File: src/rchpf_pkg.sv
`timescale 1ns / 1ps
// ----------------------------------------------------------------------------
// Hopping packet framer package
// Shared types, payload constants and the channel hopping table.
// ----------------------------------------------------------------------------
package rchpf_pkg;

    // Payload layout and protocol constants.
    localparam int          PKT_LEN    = 16;
    localparam logic [7:0]  BIND_FLAGS = 8'hC0;
    localparam logic [7:0]  TRIM_MID   = 8'h40;
    localparam logic [3:0]  LAST_INDEX = 4'd15;

    // Configuration register indexes.
    localparam logic [1:0]  REG_TX_ID_0 = 2'd0;
    localparam logic [1:0]  REG_TX_ID_1 = 2'd1;
    localparam logic [1:0]  REG_TX_ID_2 = 2'd2;

    // Control word handed to every cell of the shift line.
    typedef struct packed {
        logic load;
        logic shift;
    } cell_ctrl_t;

    // Four hopping rows of sixteen channels each.
    localparam logic [7:0] HOP_TABLE [4][16] = '{
        '{8'h27, 8'h1B, 8'h39, 8'h28, 8'h24, 8'h22, 8'h2E, 8'h36,
          8'h19, 8'h21, 8'h29, 8'h14, 8'h1E, 8'h12, 8'h2D, 8'h18},
        '{8'h2E, 8'h33, 8'h25, 8'h38, 8'h19, 8'h12, 8'h18, 8'h16,
          8'h2A, 8'h1C, 8'h1F, 8'h37, 8'h2F, 8'h23, 8'h34, 8'h10},
        '{8'h11, 8'h1A, 8'h35, 8'h24, 8'h28, 8'h18, 8'h25, 8'h2A,
          8'h32, 8'h2C, 8'h14, 8'h27, 8'h36, 8'h34, 8'h1C, 8'h17},
        '{8'h22, 8'h27, 8'h17, 8'h39, 8'h34, 8'h28, 8'h2B, 8'h1D,
          8'h18, 8'h2A, 8'h21, 8'h38, 8'h10, 8'h26, 8'h20, 8'h1F}
    };

endpackage

File: src/rchpf_cell.sv
`timescale 1ns / 1ps
// ----------------------------------------------------------------------------
// Shift line cell
// Holds one payload byte; loads in parallel or takes its neighbor's byte.
// ----------------------------------------------------------------------------
module rchpf_cell (
    input  logic                aclk,
    input  rchpf_pkg::cell_ctrl_t ctrl,
    input  logic [7:0]          load_byte,
    input  logic [7:0]          shift_in,
    output logic [7:0]          byte_out
);
    import rchpf_pkg::*;

    logic [7:0] data_reg;
    logic [7:0] data_next;

    // A parallel load wins over a shift.
    always_comb begin
        data_next = data_reg;
        if (ctrl.load) begin
            data_next = load_byte;
        end else if (ctrl.shift) begin
            data_next = shift_in;
        end
    end

    always_ff @(posedge aclk) begin
        data_reg <= data_next;
    end

    assign byte_out = data_reg;

endmodule

File: src/rchpf_hop_calc.sv
`timescale 1ns / 1ps
// ----------------------------------------------------------------------------
// Hop channel calculator
// Picks the hopping row and offset from the identity and looks up a channel.
// ----------------------------------------------------------------------------
module rchpf_hop_calc (
    input  logic [7:0] tx_id_0,
    input  logic [7:0] tx_id_1,
    input  logic [7:0] tx_id_2,
    input  logic [3:0] column,
    output logic [5:0] channel
);
    import rchpf_pkg::*;

    logic [7:0] id_sum;
    logic [7:0] step;
    logic [7:0] raw_ch;
    logic [7:0] fixed_ch;

    // The identity sum selects the row and a small offset.
    always_comb begin
        id_sum = tx_id_0 + tx_id_1 + tx_id_2;
        step   = {5'd0, id_sum[4:2]};
        raw_ch = HOP_TABLE[id_sum[1:0]][column] + step;
        // A channel on a multiple of sixteen is moved down by three.
        if (raw_ch[3:0] == 4'd0) begin
            fixed_ch = raw_ch - 8'd3;
        end else begin
            fixed_ch = raw_ch;
        end
        channel = fixed_ch[5:0];
    end

endmodule

File: src/rc_hopping_packet_framer_top.sv
`timescale 1ns / 1ps
// ----------------------------------------------------------------------------
// Hopping RC packet framer
// Turns each stick command into a 16-byte radio payload, one byte per word.
// ----------------------------------------------------------------------------
// Usage:
//   The s_ channel takes one stick command word (throttle, yaw, pitch, roll,
//   flag_bits). The m_ channel returns sixteen words per command, bytes 0 to
//   15 in order, each tagged with its index and the packet's hop channel;
//   last_byte marks the checksum byte.
//   A command is held in a one-deep input buffer and loaded into a line of
//   sixteen byte cells that shifts one byte toward the output per accepted
//   word. The checksum is accumulated as bytes leave the line.
//   The shift line gives one byte per cycle while the receiver takes words;
//   the next packet loads in the same cycle as the checksum word leaves.
//   The transmitter identity is to be written through the APB port only
//   while idle; the user is bound by this, the block does not enforce it.
//   Reset clears the buffer, the busy flag, the identity and the hop counter.
//   When the receiver stalls, the current word holds and the line stops;
//   one further command can still be buffered.
// ----------------------------------------------------------------------------
module rc_hopping_packet_framer_top (
    input  logic        aclk,
    input  logic        aresetn,
    // Command channel
    input  logic        s_valid,
    output logic        s_ready,
    input  logic [7:0]  s_throttle,
    input  logic [7:0]  s_yaw,
    input  logic [7:0]  s_pitch,
    input  logic [7:0]  s_roll,
    input  logic [7:0]  s_flag_bits,
    // Payload channel
    output logic        m_valid,
    input  logic        m_ready,
    output logic [7:0]  m_payload_byte,
    output logic [3:0]  m_byte_index,
    output logic [5:0]  m_hop_channel,
    output logic        m_last_byte,
    // Configuration port
    input  logic        psel,
    input  logic        penable,
    input  logic        pwrite,
    input  logic [3:0]  paddr,
    input  logic [31:0] pwdata,
    output logic [31:0] prdata,
    output logic        pready
);
    import rchpf_pkg::*;

    // Configuration registers.
    logic [7:0] tx_id_0_reg, tx_id_0_next;
    logic [7:0] tx_id_1_reg, tx_id_1_next;
    logic [7:0] tx_id_2_reg, tx_id_2_next;

    // Input buffer.
    logic       pend_valid_reg, pend_valid_next;
    logic [7:0] pend_throttle_reg, pend_yaw_reg, pend_pitch_reg, pend_roll_reg;
    logic [7:0] pend_flags_reg;

    // Output side state.
    logic       busy_reg, busy_next;
    logic [3:0] idx_reg, idx_next;
    logic [7:0] sum_reg, sum_next;
    logic [5:0] chan_reg, chan_next;
    logic [4:0] hop_pos_reg, hop_pos_next;

    logic       s_fire;
    logic       m_fire;
    logic       line_free;
    logic       load_line;
    logic       cfg_write;
    logic       is_bind;
    logic [5:0] new_chan;
    cell_ctrl_t cell_ctrl;

    logic [7:0] load_bytes [PKT_LEN];
    logic [7:0] cell_bytes [PKT_LEN];

    // Handshakes.
    assign pready    = 1'b1;
    assign cfg_write = psel && penable && pwrite;
    assign s_ready   = !pend_valid_reg;
    assign s_fire    = s_valid && s_ready;
    assign m_valid   = busy_reg;
    assign m_fire    = m_valid && m_ready;
    assign line_free = !busy_reg || (m_fire && (idx_reg == LAST_INDEX));
    assign load_line = pend_valid_reg && line_free;

    assign cell_ctrl.load  = load_line;
    assign cell_ctrl.shift = m_fire;

    // Register writes; writes beyond the list are dropped.
    always_comb begin
        tx_id_0_next = tx_id_0_reg;
        tx_id_1_next = tx_id_1_reg;
        tx_id_2_next = tx_id_2_reg;
        if (cfg_write) begin
            case (paddr[3:2])
                REG_TX_ID_0: tx_id_0_next = pwdata[7:0];
                REG_TX_ID_1: tx_id_1_next = pwdata[7:0];
                REG_TX_ID_2: tx_id_2_next = pwdata[7:0];
                default: ;
            endcase
        end
    end

    // Register readback.
    always_comb begin
        case (paddr[3:2])
            REG_TX_ID_0: prdata = {24'd0, tx_id_0_reg};
            REG_TX_ID_1: prdata = {24'd0, tx_id_1_reg};
            REG_TX_ID_2: prdata = {24'd0, tx_id_2_reg};
            default:     prdata = 32'd0;
        endcase
    end

    always_ff @(posedge aclk) begin
        if (!aresetn) begin
            tx_id_0_reg <= 8'd0;
            tx_id_1_reg <= 8'd0;
            tx_id_2_reg <= 8'd0;
        end else begin
            tx_id_0_reg <= tx_id_0_next;
            tx_id_1_reg <= tx_id_1_next;
            tx_id_2_reg <= tx_id_2_next;
        end
    end

    // Input buffer fills on accept and empties when the line loads.
    always_comb begin
        pend_valid_next = pend_valid_reg;
        if (load_line) begin
            pend_valid_next = 1'b0;
        end
        if (s_fire) begin
            pend_valid_next = 1'b1;
        end
    end

    always_ff @(posedge aclk) begin
        if (!aresetn) begin
            pend_valid_reg <= 1'b0;
        end else begin
            pend_valid_reg <= pend_valid_next;
        end
    end

    always_ff @(posedge aclk) begin
        if (s_fire) begin
            pend_throttle_reg <= s_throttle;
            pend_yaw_reg      <= s_yaw;
            pend_pitch_reg    <= s_pitch;
            pend_roll_reg     <= s_roll;
            pend_flags_reg    <= s_flag_bits;
        end
    end

    // Channel for the packet about to load.
    rchpf_hop_calc u_hop_calc (
        .tx_id_0 (tx_id_0_reg),
        .tx_id_1 (tx_id_1_reg),
        .tx_id_2 (tx_id_2_reg),
        .column  (hop_pos_reg[4:1]),
        .channel (new_chan)
    );

    // Payload image; the checksum slot is filled from the accumulator.
    assign is_bind = (pend_flags_reg == BIND_FLAGS);
    always_comb begin
        load_bytes[0]  = is_bind ? 8'd0 : pend_throttle_reg;
        load_bytes[1]  = is_bind ? 8'd0 : pend_yaw_reg;
        load_bytes[2]  = is_bind ? 8'd0 : pend_pitch_reg;
        load_bytes[3]  = is_bind ? 8'd0 : pend_roll_reg;
        load_bytes[4]  = is_bind ? 8'd0 : TRIM_MID;
        load_bytes[5]  = is_bind ? 8'd0 : TRIM_MID;
        load_bytes[6]  = is_bind ? 8'd0 : TRIM_MID;
        load_bytes[7]  = tx_id_0_reg;
        load_bytes[8]  = tx_id_1_reg;
        load_bytes[9]  = tx_id_2_reg;
        load_bytes[10] = 8'd0;
        load_bytes[11] = 8'd0;
        load_bytes[12] = 8'd0;
        load_bytes[13] = 8'd0;
        load_bytes[14] = pend_flags_reg;
        load_bytes[15] = 8'd0;
    end

    // Line of byte cells shifting toward cell zero.
    for (genvar g = 0; g < PKT_LEN; g++) begin : g_cell
        if (g == PKT_LEN - 1) begin : g_tail
            rchpf_cell u_cell (
                .aclk      (aclk),
                .ctrl      (cell_ctrl),
                .load_byte (load_bytes[g]),
                .shift_in  (8'd0),
                .byte_out  (cell_bytes[g])
            );
        end else begin : g_body
            rchpf_cell u_cell (
                .aclk      (aclk),
                .ctrl      (cell_ctrl),
                .load_byte (load_bytes[g]),
                .shift_in  (cell_bytes[g + 1]),
                .byte_out  (cell_bytes[g])
            );
        end
    end

    // Output sequencing, checksum accumulation and hop counter.
    always_comb begin
        busy_next    = busy_reg;
        idx_next     = idx_reg;
        sum_next     = sum_reg;
        chan_next    = chan_reg;
        hop_pos_next = hop_pos_reg;
        if (m_fire) begin
            idx_next = idx_reg + 4'd1;
            sum_next = sum_reg + cell_bytes[0];
            if (idx_reg == LAST_INDEX) begin
                busy_next = 1'b0;
            end
        end
        if (load_line) begin
            busy_next    = 1'b1;
            idx_next     = 4'd0;
            sum_next     = 8'd0;
            chan_next    = new_chan;
            hop_pos_next = hop_pos_reg + 5'd1;
        end
    end

    always_ff @(posedge aclk) begin
        if (!aresetn) begin
            busy_reg    <= 1'b0;
            idx_reg     <= 4'd0;
            hop_pos_reg <= 5'd0;
        end else begin
            busy_reg    <= busy_next;
            idx_reg     <= idx_next;
            hop_pos_reg <= hop_pos_next;
        end
    end

    always_ff @(posedge aclk) begin
        sum_reg  <= sum_next;
        chan_reg <= chan_next;
    end

    // Result word.
    assign m_last_byte    = (idx_reg == LAST_INDEX);
    assign m_payload_byte = m_last_byte ? sum_reg : cell_bytes[0];
    assign m_byte_index   = idx_reg;
    assign m_hop_channel  = chan_reg;

endmodule

File: config.mk
export PLATFORM = sky130hd
export DESIGN_NAME = rc_hopping_packet_framer_top
export DESIGN_NICKNAME = d
export VERILOG_FILES = /design/src/rchpf_pkg.sv /design/src/rchpf_cell.sv /design/src/rchpf_hop_calc.sv /design/src/rc_hopping_packet_framer_top.sv
export SDC_FILE = /design/constraint.sdc
export NUM_CORES = 1
export LEC_CHECK = 0
export BUFFER_PORTS_ARGS = -buffer_cell sky130_fd_sc_hd__clkbuf_2
export CORE_MARGIN = 3
export CORE_UTILIZATION = 53
export CTS_CLUSTER_SIZE = 14
export DETAILED_ROUTE_END_ITERATION = 10
export PLACE_DENSITY = 0.77
export SLEW_MARGIN = 20
export SYNTH_ARGS = -nofsm -noshare
export SYNTH_HDL_FRONTEND = slang
export SYNTH_HIERARCHICAL = 1
export SYNTH_SLANG_ARGS = --single-unit
export TNS_END_PERCENT = 50
File: constraint.sdc
create_clock -name aclk -period 4.11 [get_ports aclk]
set_input_delay 0.822 -clock aclk [delete_from_list [all_inputs] [get_ports aclk]]
set_output_delay 0.822 -clock aclk [all_outputs]
set_load 0.01 [all_outputs]
# Yosys cells after proc, flatten, opt, wreduce, memory -nomap -nowiden
# Index checks and enable logic that the tools add are counted.
[totals] regBits=209 output_inout_bits=54 inputBits=83
[classes] n_bitwise=3 n_eq_ne=4 addsub=7 n_reduce_logical=19 muxes=41 n_lt_le_gt_ge=2
[ops] operator="128-bit binary-select mux with 2-bit select" n=1
[ops] operator="128-bit 2-to-1 mux" n=2
[ops] operator="8-bit 2-to-1 mux" n=27
[ops] operator="8-bit binary-select mux with 4-bit select" n=1
[ops] operator="8-bit one-hot mux with 3 select lines" n=1
[ops] operator="6-bit 2-to-1 mux" n=3
[ops] operator="5-bit adder" n=2
[ops] operator="8-bit adder" n=1
[ops] operator="8-bit == test (second input constant)" n=1
[ops] operator="2-bit AND reduction" n=4
[ops] operator="7-bit 2-to-1 mux" n=1
[ops] operator="6-bit by 3-bit adder with 6-bit output" n=1
[ops] operator="1-bit logical AND" n=6
[ops] operator="2-bit nonzero test" n=3
[ops] operator="6-bit by 2-bit subtractor with 6-bit output (second input constant)" n=1
[ops] operator="5-bit by 1-bit adder with 5-bit output (second input constant)" n=1
[ops] operator="5-bit >= comparator (second input constant)" n=1
[ops] operator="1-bit 2-to-1 mux" n=5
[ops] operator="4-bit inverter with 5-bit output" n=1
[ops] operator="4-bit by 1-bit adder with 4-bit output (second input constant)" n=1
[ops] operator="4-bit == test (second input constant)" n=1
[ops] operator="4-bit logical NOT" n=1
[ops] operator="3-bit >= comparator (second input constant)" n=1
[ops] operator="2-bit inverter with 3-bit output" n=1
[ops] operator="other kinds (7)" n=8

# Longest topological paths before layout
# Gate-level depths: netlist of the first run.
[logic_depth] word_depth=12 depth_mapped=19 depth_no_buf=19

# By module
# Netlist of the first run, hierarchy kept.
[by_module_without_submodules] mod="rchpf_cell" instances=16 cells_per_inst=18 area_per_inst_um2=377.9
[by_module_without_submodules] mod="rc_hopping_packet_framer_top" instances=1 cells_per_inst=358 area_per_inst_um2=4045.1
[by_module_without_submodules] mod="rchpf_hop_calc" instances=1 cells_per_inst=172 area_per_inst_um2=1262.5

# Least setup slack after synthesis of the first run
# No wires, ideal clock.
[synth_timing] path_type="flip-flop to flip-flop" startpoint="register tx_id_0_reg[1]" endpoint="register chan_reg[5], in the netlist m_hop_channel[5], data pin" path_slack_ps=-208 period_less_slack_ps=4318 required_time_ps=3849 t_arrival_ps=4057 stages_incl_launch_ff=20 setup_ps=261 path_cell_list="dfxtp_1 inv_1 fa_1 inv_1 ha_1 ha_1 nor3_1 a21oi_1 a221oi_1 a32oi_1 o22ai_1 ha_1 inv_1 fa_1 xor2_1 nor3b_2 nand2_1 nor3_1 mux2i_1 xor2_1"
[synth_via] elab_chain_cells=12
[synth_lines] element="start, declared" line_no="rc_hopping_packet_framer_top.sv:52" source="logic [7:0] tx_id_0_reg, tx_id_0_next;"
[synth_lines] element="start signal, assigned" line_no="rc_hopping_packet_framer_top.sv:124" source="tx_id_0_reg <= tx_id_0_next;"
[synth_lines] element="5-bit adder * (2 in a row)" line_no="rchpf_hop_calc.sv:22" source="id_sum = tx_id_0 + tx_id_1 + tx_id_2;"
[synth_lines] element="2-bit inverter with 3-bit output (implied by the code)" line_no="rchpf_hop_calc.sv:24" source="raw_ch = HOP_TABLE[id_sum[1:0]][column] + step;"
[synth_lines] element="128-bit binary-select mux with 2-bit select" line_no="rchpf_hop_calc.sv:24"
[synth_lines] element="128-bit 2-to-1 mux (implied by the code) (2 in a row)" line_no="rchpf_hop_calc.sv:24"
[synth_lines] element="8-bit binary-select mux with 4-bit select" line_no="rchpf_hop_calc.sv:24"
[synth_lines] element="6-bit 2-to-1 mux (implied by the code) (2 in a row)" line_no="rchpf_hop_calc.sv:24"
[synth_lines] element="6-bit by 3-bit adder with 6-bit output *" line_no="rchpf_hop_calc.sv:24"
[synth_lines] element="6-bit by 2-bit subtractor with 6-bit output or 4-bit logical NOT (tied branches)" line_no="rchpf_hop_calc.sv:27, rchpf_hop_calc.sv:26"
[synth_lines] element="6-bit 2-to-1 mux *" line_no="rchpf_hop_calc.sv:26" source="if (raw_ch[3:0] == 4'd0) begin"
[synth_lines] element="named net new_chan[5]" line_no="rc_hopping_packet_framer_top.sv:74" source="logic [5:0] new_chan;"
[synth_lines] element="end signal, assigned" line_no="rc_hopping_packet_framer_top.sv:247" source="chan_reg <= chan_next;"
[synth_lines] element="end, declared" line_no="rc_hopping_packet_framer_top.sv:65" source="logic [5:0] chan_reg, chan_next;"
# The timed path passes the listed nets; every way through them passes the cells marked *. The select of a mux whose other input is x is not followed.
# A chain may end at the register's enable or synchronous reset.

# Worst setup path after layout of the first run
[layout_timing] startpoint="register tx_id_2_reg[1]" endpoint="register chan_reg[5], in the netlist m_hop_channel[5], data pin"
[layout_via] elab_chain_cells=11
[layout_lines] element="start, declared" line_no="rc_hopping_packet_framer_top.sv:54" source="logic [7:0] tx_id_2_reg, tx_id_2_next;"
[layout_lines] element="start signal, assigned" line_no="rc_hopping_packet_framer_top.sv:126" source="tx_id_2_reg <= tx_id_2_next;"
[layout_lines] element="5-bit adder *" line_no="rchpf_hop_calc.sv:22"
[layout_lines] element="2-bit inverter with 3-bit output (implied by the code)" line_no="rchpf_hop_calc.sv:24"
[layout_lines] element="128-bit binary-select mux with 2-bit select" line_no="rchpf_hop_calc.sv:24"
[layout_lines] element="128-bit 2-to-1 mux (implied by the code) (2 in a row)" line_no="rchpf_hop_calc.sv:24"
[layout_lines] element="8-bit binary-select mux with 4-bit select" line_no="rchpf_hop_calc.sv:24"
[layout_lines] element="6-bit 2-to-1 mux (implied by the code) (2 in a row)" line_no="rchpf_hop_calc.sv:24"
[layout_lines] element="6-bit by 3-bit adder with 6-bit output *" line_no="rchpf_hop_calc.sv:24"
[layout_lines] element="6-bit by 2-bit subtractor with 6-bit output or 4-bit logical NOT (tied branches)" line_no="rchpf_hop_calc.sv:27, rchpf_hop_calc.sv:26"
[layout_lines] element="6-bit 2-to-1 mux *" line_no="rchpf_hop_calc.sv:26"
[layout_lines] element="named net new_chan[5]" line_no="rc_hopping_packet_framer_top.sv:74"
# Marks and branches as above.

==> results of run 1 <==
==> cell usage in the layout, fill, tap and decap left out, types with 7 or more instances in the layout <==
master and instances:
edfxtp_1 174, mux2_4 128, conb_1 94, clkbuf_2 85, nand2_1 43, dfxtp_1 41, and2_1 39, mux2i_1 29
buf_4 29, a21oi_1 24, clkbuf_16 24, inv_1 23, nor2_1 23, nor2b_1 22, o21ai_0 20, ha_1 19
nand3_1 16, or2_1 16, xnor2_1 10, mux2_2 9, a21boi_0 8, nand2b_1 7
==> power breakdown <==
group          internal [W]  switching, W  total, W
clock network       0.00135      0.000847   0.00220
logic              0.000429      0.000380  0.000809
registers           0.00264     0.0000747   0.00271
==> worst paths after layout <==
kind	start	to	slack [ns]	depth (start not counted)
max	tx_id_2_reg[1]	m_hop_channel[5]	0.13	19
min	sum_reg[3]	sum_reg[3]	0.47	2
max reg2reg	tx_id_2_reg[1]	m_hop_channel[5]	0.13	19
min reg2reg	sum_reg[3]	sum_reg[3]	0.47	2
==> tightest hold or removal path: stages (launching register included) <==
cell and delay (ns):
dfxtp_1 0.32, nand2_1 0.06, a21oi_1 0.05
==> routing by layer <==
| layer | global-route usage | vias to the layer above | wire, um |
|---|---|---|---|
| li1 | - | 3187 | - |
| met1 | 0.217 | 3049 | 8420 |
| met2 | 0.298 | 152 | 10200 |
| met3 | 0.0241 | 40 | 894 |
| met4 | 0.0527 | 0 | 488 |
| met5 | 0 | - | 0 |
==> layout make-up <==
type,count,area [sq um]
multi-input cells,599,5070
inverters,29,109
repair buffers,117,711
flip-flops and latches,217,6090
well taps,270,338
clock inverters,13,190
fillers,1492,7480
clock buffers,29,629
==> repair_timing <==
item / CTS / global route
endpoints found under the setup margin: 1 / 3
gates resized for setup: 5 / 10
setup buffers: 1 / 2
pin swaps: 4 / 12
==> cell families (layout without fill, tap and decap cells) <==
group | Yosys count | in the layout
buffers and inverters | 94 | 188
other | 2 | 94
DFF | 217 | 217
AOI/OAI and AO/OA | 95 | 95
muxes | 167 | 167
xor gates and xnor gates | 17 | 17
and+or+nand+nor | 197 | 197
adders and majority gates | 29 | 29
==> through the flow <==
step	setup TNS [ns]	hold WS [ns]	setup slack (ns)	power (W)
final	0	0.470	0.131	0.00572
after global routing	-0.121	0.457	-0.121	0.00595
after CTS	0	0.461	0.0547	0.00577
after detailed placement	-0.0538	0.464	-0.0538	0.00355
after global placement	0	0.459	0.0311	0.00352
after floorplan	0	0.447	0.0452	0.00340
==> results.md, run 1 <==
* Max frequency at 251 MHz
* Pins Over Slew Limit at 0
* Starting density of the core at 0.550
* GPL Wtd Cong at 0.854
* Post-synthesis compound-gate area fraction at 0.0572
* Worst-path clk slew at 0.06 ns
* Largest area contributor in the netlist: edfxtp_1
* Synth cell count leaders: 174 x edfxtp_1, 128 x mux2_4, 43 x dfxtp_1, 43 x nand2_1, 39 x and2_1
* # rows at between 50 and 60
* Critical path required time at around 4.4 ns
* Total grt overflow at 0
* Worst-Margin Slew at 0.707 ns
* # placed instances at 1229
* Relative slew slack at 0.528
* DIE WIDTH at 152 um
* Layout Nets at 1099
* Antenna diodes at 0
* Skew-Pair Late Insertion Delay at 0.51 ns
* Core area at 20600 sq um
* Fin. Hold Viols at 0
* Routed vias/inst at 5.05
* H-tree Lvls at 1
* CTS tree: built
* Ports at 137
* DRT iter0 DRCs at 337
* Yosys reg bits at 217
* Largest register FFs at 120
* Multiplexer share of the synthesized area at 0.206
* Final HPWL DP at 13600 um
* Post-synthesis xor/xnor area fraction at 0.0131
* Outcome: finished clean
* Detail Route Antenna Nets at 0
* Synth cell types at 68
* Critical path launch point type: flop
* Max-cap viol count at 0
* Final Setup Violations at 0
* Crit path DAT at 4.24 ns
* Top FF cell, synth: edfxtp_1
* Clock buffer count from CTS at 23
* Tmin final at approximately 4 ns
* Finished Cell Area at 13100 sq um
* Area Growth Syn to Fin at 15.7%
* Full die area at 23200 sq um
* Aggregate global-route resource usage at 0.169
* Synthesized-area fraction occupied by adder cells at 0.0366
* RSZ-0062 raised after global routing: true
* Initial antenna violation count at 0
* Type of the tightest min-delay check: reg -> reg
* Critical path peak fanout at 4
* Crit. End Element: flop
* Port Buffers at 85
* Via count of the first global-routing pass at 6514
* Finished Layout Cells at 1274
* Delay-heaviest family, CP: adder cells
* Largest net degree at the start of global routing at 78
* Register area share after synthesis at 0.536
* Pwr per Cell Area at ~440 nW/um^2
* Critical path's most frequent cell: inv_2
* Drc violations at 0
* Syn Inst Count at 818
* Critical-path top delay cell: fa_1
* Max IR drop VDD at approximately 0.39 mV
* First-pass GRT wire length at roughly 33000 um
* Max stage delay on crit path at between 0.5 and 0.6 ns
* Total Routed Length at between 15000 and 20000 um
* Buf+Inv Stages, Crit Path at 4
* Area after DPL at ~12000 sq um
* Router iterations before antenna repair at 4
* Proportion of synthesized flip-flops having asynchronous set or reset at 0
* Post-synth EDFFs at 174
* Layout Utilization at 0.637
* Cell Area, Synth at 11400 sq um
* Share of cells above drive strength 1 at 0.325
* Most common cell in the netlist: edfxtp_1
* Post-CTS Hold Buffers at 0
* Sink Count at 217
* CTS Root Cell: clkbuf_16
* Simple-gate portion of the synthesized area at 0.0964
* CP Cell Sequence: inv_2 -> fa_1 -> inv_2 -> ha_4 -> ha_4 -> nor3_4 -> a21oi_2 -> a221oi_2 -> a32oi_1 -> o22ai_1 -> ha_2 -> inv_2 -> fa_2 -> inv_2 -> nor3b_4 -> nand2_1 -> nor3_2 -> mux2i_1 -> xor2_1
* Yosys warnings at 6
* Share of the synthesized area in the top cell type at 0.460
* Final Cycle Share at 0.968
* Largest family of logic cells by synthesized area: multiplexers
* Die H at between 150 and 200 um
* Lkg Pwr at 5.31 nW
* Mean post-synth cell area at 13.9 sq um
* Average wire per standard cell at 15.7 um
* DR vias at between 6k and 7k
* Max Root-Sink Buffers at 3
* Synth top area cells: edfxtp_1 46%, mux2_4 17%, dfxtp_1 7.6%
* Clk_skew at 0.00918 ns
* CP Class: reg -> reg
(Power assumes the default switching activity.)
==> run 2, diff against run 1 <==
- ABC_AREA: not set -> 1
==> run 2 against run 1 <==
Effect of this change: routed wire length is 6.9% higher; final area fell by 3.8%; hold slack gained 0.012 ns; core utilization about the same; critical endpoint is now m_hop_channel[2]; largest power group unchanged; synthesized cell count is 53% higher; global-route usage increased by 2.1 points; critical path depth shrank 1.
==> results.md, run 2 <==
* Crit. End Element: flop
* Clk_skew at roughly 0.016 ns
* Finished Layout Cells at 1699
* Fillers at 1623
* Layout Nets at roughly 1.5k
* Max IR drop VDD at 0.420 mV
* Largest area contributor in the netlist: edfxtp_1
* Synthesized-area fraction occupied by adder cells at 0.0379
* Sequential power share at 0.482
* Comb pwr share at 0.145
* GPL Wtd Cong at 0.871
* H-tree Lvls at 1
* Critical-path top delay cell: fa_1
* Post-synthesis compound-gate area fraction at 0.0432
* Crit path DAT at a little over 4 ns
* Type of the tightest min-delay check: in -> reg
* Average wire per standard cell at between 10 and 15 um
* Sink Count at about 220
* Worst-path clk slew at 0.06 ns
* Syn Inst Count at between 1k and 1.5k
* Share of the synthesized area in the top cell type at 0.477
* Sw frac at 0.253
* Max frequency at 258 MHz
* Port Buffers at between 80 and 90
* Proportion of synthesized flip-flops having asynchronous set or reset at 0
* Register area share after synthesis at 0.556
* TNS Setup at 0 ns
* Mean post-synth cell area at 8.76 sq um
* Outcome: finished clean
* Fin. Hold Viols at 0
* CTS Root Cell: clkbuf_16
* Largest net degree at the start of global routing at a little over 50
* Total grt overflow at 0
* Relative slew slack at 0.624
* Setup bufs post-CTS at 0
* FF-to-FF path depth at 18
* Simple-gate portion of the synthesized area at 0.271
* Flop2flop setup slack at about 0.24 ns
* DR vias at 8182
* # rows at 51
* Top FF cell, synth: edfxtp_1
* Post-synthesis xor/xnor area fraction at 0.00960
* Layout Utilization at 0.637
* CTS tree: built
* Worst Hold End: pend_pitch_reg[2]
* Full die area at 22400 sq um
* # placed instances at ~1.7k
* RSZ-0062 raised after global routing: false
* Area after DPL at 11800 sq um
* CP Cell Sequence: inv_1 -> fa_1 -> inv_1 -> ha_4 -> ha_1 -> nand2_1 -> o21a_1 -> nor2_1 -> o22ai_2 -> ha_1 -> inv_1 -> fa_1 -> xnor2_2 -> nor3_2 -> inv_1 -> nor2_4 -> buf_4 -> or2_1
* Synth cell count leaders: 527 x nand2_1, 174 x edfxtp_1, 108 x nor2_1
* Lkg Pwr at 5.95 nW
* Multiplexer share of the synthesized area at 0
* CP Class: reg -> reg
* Tmin final at 3.87 ns
* Yosys reg bits at 217
* Final HPWL DP at roughly 15000 um
* Synth top area cells: edfxtp_1 48%, nand2_1 18%, dfxtp_1 7.9%
* DIE WIDTH at around 150 um
* DRT iter0 DRCs at approximately 520
* Post-CTS Hold Buffers at 0
* Critical path origin: tx_id_0_reg[1]
* Max-cap viol count at 0
* Via count of the first global-routing pass at 7699
* First-pass GRT wire length at 35400 um
* Critical path peak fanout at 5
* Critical path's most frequent cell: inv_1
* R2R Path Start: tx_id_0_reg[1]
* Yosys warnings at 6
* Post-synth EDFFs at 174
* Most common cell in the netlist: nand2_1
* Worst-Margin Slew at 0.564 ns
* Max Root-Sink Buffers at 3
* Area Growth Syn to Fin at 15.5%
* Die H at 150 um
* Finished Cell Area at 12600 sq um
* Skew-Pair Late Insertion Delay at 0.51 ns
* Detail Route Antenna Nets at 0
* Pwr per Cell Area at 449 nW/um^2
* HP Start: s_pitch[2]
* Largest family of logic cells by synthesized area: simple AND/OR/NAND/NOR gates
* Most frequent cells in the layout: 527 x nand2_1, 174 x edfxtp_1, 107 x nor2_1
* Ports at 137
* Antenna diodes at 0
* Drc violations at 0
* Pins Over Slew Limit at 0
* Worst reg2reg path endpoint: m_hop_channel[2]
* Starting density of the core at 0.552
* Core area at 19800 sq um
* Most common cell after layout, fill and taps aside: nand2_1
* Final Setup Violations at 0
* Max stage delay on crit path at 0.53 ns
* Synth cell types at 44
* Largest register FFs at 120
* Total Routed Length at 21400 um
* Cell Area, Synth at 10900 sq um
* Share of cells above drive strength 1 at 0.135
* Clock buffer count from CTS at 23
* Critical path required time at 4.36 ns
* Final Cycle Share at 0.942
* Switching power at 0.00144 W
* Clk pwr share at 0.374
* Initial antenna violation count at 0
* WHS at 0.482 ns
* Router iterations before antenna repair at 5
* P_int at 0.00424 W
* Critical path launch point type: flop
* Routed vias/inst at 4.82
* Aggregate global-route resource usage at 0.191
* Hold path depth at 1
==> run 2: worst max-delay path by stage <==
| stage | end | depth (start not counted) |
|---|---|---|
| finish | m_hop_channel[2] | 18 |
| global route | m_hop_channel[2] | 20 |
| CTS | m_hop_channel[2] | 19 |
| detailed placement | m_hop_channel[2] | 19 |
| global placement | m_hop_channel[2] | 19 |
| floorplan | m_hop_channel[5] | 20 |
==> run 2: cells by family after synthesis <==
logic type      count (synthesis)
flops                         217
xor+xnor                       12
other cells                     2
buf+inv                       176
fa+ha+maj                      29
compound gates                 85
simple gates                  728
==> run 2: power by group through the flow <==
stage	registers, W	logic [W]	clock network (W)
after CTS	0.00274	0.000809	0.00217
after global placement	0.00278	0.000773	0
after floorplan	0.00275	0.000633	0
after global routing	0.00275	0.000946	0.00227
after detailed placement	0.00278	0.000801	0
final	0.00274	0.000821	0.00212
==> run 2: final cells by class <==
| class | instances | area (sq um) | share of cell area |
|---|---|---|---|
| clock inverter | 12 | 173 | 0.0137 |
| inverter | 122 | 463 | 0.0366 |
| multi-input combinational | 948 | 4360 | 0.345 |
| timing repair buffer | 105 | 613 | 0.0485 |
| sequential | 217 | 6090 | 0.482 |
| clock buffer | 30 | 612 | 0.0484 |
| tap | 265 | 332 | 0.0262 |
==> run 2: worst max-delay path: cells and delay by family, from the launching register on <==
family	cells	cell delay [ns]
and+or+nand+nor	5	0.53
DFF	1	0.38
adders and majority gates	5	1.70
buffers and inverters	5	0.43
AOI/OAI and AO/OA	2	0.39
xor gates and xnor gates	1	0.18
==> run 2: per-stage QoR <==
| step | setup slack (ns) | power, W |
|---|---|---|
| floorplan | 0.319 | 0.00339 |
| global placement | 0.135 | 0.00355 |
| detailed placement | 0.0330 | 0.00358 |
| CTS | 0.0111 | 0.00572 |
| global route | 0.0237 | 0.00597 |
| finish | 0.238 | 0.00568 |
==> run 2: what timing repair did <==
action | CTS | global route
resized for setup | 0 | 10
setup endpoints to repair | 0 | 4
endpoints found under the hold margin | 0 | 0
==> run 2: layer usage <==
metal,vias to the layer above,track usage,share of wire
met3,54,0.0276,0.047
met1,3724,0.251,0.43
met4,0,0.0590,0.029
met2,198,0.328,0.49
li1,4206,-,-
met5,-,0,0
